**config.mk**
```make
export PLATFORM = sky130hd
export DESIGN_NAME = lmsanc_mul
export DESIGN_NICKNAME = d
export VERILOG_FILES = /design/src/hw/rtl/lmsanc_mul.sv
export SDC_FILE = /design/constraint.sdc
export NUM_CORES = 1
export LEC_CHECK = 0
export BUFFER_PORTS_ARGS = -buffer_cell sky130_fd_sc_hd__buf_2
export CAP_MARGIN = 10
export CORE_MARGIN = 2
export CORE_UTILIZATION = 30
export DETAILED_ROUTE_END_ITERATION = 12
export SYNTH_ARGS = -nofsm -noshare
export SYNTH_HDL_FRONTEND = slang
export SYNTH_SLANG_ARGS = --single-unit
```
**constraint.sdc**
```tcl
create_clock -name aclk -period 7.4 [get_ports aclk]
set_clock_uncertainty 0.1 [all_clocks]
set_input_delay 0.74 -clock aclk [delete_from_list [all_inputs] [get_ports aclk]]
set_output_delay 0.74 -clock aclk [all_outputs]
set_load 0.02 [all_outputs]
```
**src/hw/rtl/lmsanc_mul.sv**
```systemverilog
// ----------------------------------------------------------------------------
// lmsanc_mul
// Shared signed multiplier with a registered product. Used for the filter
// dot product, the step size times error product and the weight updates.
// ----------------------------------------------------------------------------
module lmsanc_mul #(
    parameter int A_BITS = 33,
    parameter int B_BITS = 16
) (
    input  logic                             aclk,
    input  logic                             en,
    input  logic signed [A_BITS-1:0]         a,
    input  logic signed [B_BITS-1:0]         b,
    output logic signed [A_BITS+B_BITS-1:0]  p
);

    logic signed [A_BITS+B_BITS-1:0] p_reg;

    // product register, loaded only when the sequencer issues an operation
    always_ff @(posedge aclk) begin
        if (en) begin
            p_reg <= a * b;
        end
    end

    assign p = p_reg;

endmodule
```
==> flow_summary.ini <==
[drt]
drt_wl_total_um = 50040
met1_length_um = 19110
drt-initial-drc-count = 720
highest_layer = met5
vias = 14179
via_per_inst = 4.589
routedWlPerCell_um = 16.19
dr_wl_met3_um = 2445
drt-pass1-iter-count = 5
drt_drc_violations_left = 0
wl_met2_um = 26430
postRouteAntennaNets = 0

[cts]
htreeDepth = 2
cts.sinks = 49
clock_path_buffers = 2
cts-resized-gates = 0
cts_hold_buf = 0
cts_made_buffers = 5
postCtsSetupRepairBufs = 0
ctsRootBufferMaster = clkbuf_16
tritoncts = done
clk_pin_slew_ns = 0.08

[critical_path]
crit_type = primary input to flop
startpoint_type = primary input
arrival_ns = 7.04
end_kind = flop
required_ns = 7.43
cp_max_fo = 29

[logic_synthesis]
syn-num-nets = 2832
yosysTopAreaCellShare = 0.5031
avgSynthCellArea_um2 = 9.190
yosysUniqueCellTypes = 53
synth_enable_flop_cells = 49
ys_top_cells_by_area = fa_1, inv_1, edfxtp_1, ha_1, and2_1
ys.flop_type = edfxtp_1
synthArstFlopShare = 0
yosysWarnings = 0
netlist_instances = 2165
ys_ff_latch = 49
synth_seq_area_share = 0.07396
synth_top_area_cell = fa_1
synth_area_mm2 = 0.01990

[die]
die_w_um = 261.5
io_pins = 100
core-area_mm2 = 0.06575
die_h_um = 261.5
rows = 94
die_area_mm2 = 0.06839
start_util = 0.3026

[global_route]
grt_first_pass_wirelength_um = 83190
grt_pass1_vias = 15733
grt_max_degree = 42
grt-ovfl-total = 0
groute.usage.overall = 0.1566
antenna_found_initial = 4

[job]
drv_cap = 0

[sta]
maxSlewHeadroom = 0.5356
max_slew.worst_pin.slew_ns = 0.6966
rsz0062_at_grt = false
hold_viol_final = 0
finalCritPeriodShare = 0.9472
final.setup.worst_slack_ns = 0.3910
finalMaxSlewViolations = 0
period_needed_ns = 7.009
fin_setup_tns_ns = 0
fmax_mhz = 142.7
final-setup-viol-count = 0

[placement]
port-buffer-count = 99
dp_hpwl_um = 42380
globalplace.congestion = 0.8483
dp_cells = 3081
pre_cts_slack_ns = 0.1297

[status]
status = complete, no violations

[layout]
fillers = 6847
instances_no_fill = 3090
largest_reg_flops = 49
fin_nets = 2891
final_common_cell = inv_1
layout_common_cells = inv_1, fa_1, nand2_1, and2_1, ha_1
drive_above_1_share = 0.07371
synthToLayoutAreaGrowth_pct = 8.861

[min_path]
hold_depth = 1
hold_class = primary input to flop
hold_end = p[38]
hp-start = en
## worst max path at each step
stage | endpoint | cells past startpoint | from
floorplan | p[46] | 18 | a[32]
global placement | p[42] | 20 | b[3]
detailed placement | p[42] | 20 | b[2]
CTS | p[42] | 20 | b[2]
global route | p[42] | 20 | b[2]
finish | p[42] | 20 | b[2]
## Yosys cell counts (21+ instances only)
library cell  count
nor2_1           49
inv_1           570
and2_1          209
ha_1            116
a21o_1           21
fa_1            500
o21ai_0          22
xnor2_1          37
clkbuf_1         85
nand2_1         332
edfxtp_1         49
a21oi_1          51
## worst max-delay path, stage by stage
cell and delay (ns):
buf_2 0.49, nand2_1 0.17, fa_1 0.53, fa_1 0.51, fa_1 0.51, inv_1 0.05
fa_1 0.49, fa_1 0.50, inv_1 0.05, fa_1 0.50, inv_1 0.05, ha_1 0.35
a21oi_2 0.19, o221ai_1 0.13, a21oi_1 0.37, a21oi_1 0.27, o41ai_2 0.38, a21oi_1 0.16
or4_1 0.48, o311ai_1 0.09
## metal layers
layer,GRT usage,up-vias
li1,-,6388
met1,0.1825,7346
met2,0.2928,343
met3,0.02158,96
met4,0.05303,6
met5,0,-
## final cells by class
type	count	area [µm²]	share of cell area
Sequential cell	49	1471	0.06794
Timing Repair Buffer	140	815.8	0.03767
Clock buffer	5	125.1	0.005777
Antenna cell	1	2.502	0.0001155
Tap cell	864	1081	0.04991
Multi-Input combinational cell	1457	15950	0.7365
Inverter	571	2143	0.09896
Clock inverter	3	68.82	0.003177
## per-stage QoR
stage	hold slack [ns]	utilization	instance area, µm²
final	0.6854	0.3294	21660
after global routing	0.6901	0.3294	21660
after CTS	0.6851	0.3294	21660
after detailed placement	1.010	0.3264	21460
after global placement	1.002	0.3264	21460
after floorplan	0.7525	-	19900
## cells by family after synthesis
group,after synthesis,synth area share
buf+inv,659,0.1243
simple gates,647,0.1556
fa+ha+maj,616,0.5761
compound gates,144,0.04773
flops,49,0.07396
xor+xnor,47,0.02069
mux,3,0.001635
Power is not shown: default switching activity piles up to over one toggle a cycle in this logic, so the estimate is an artifact.
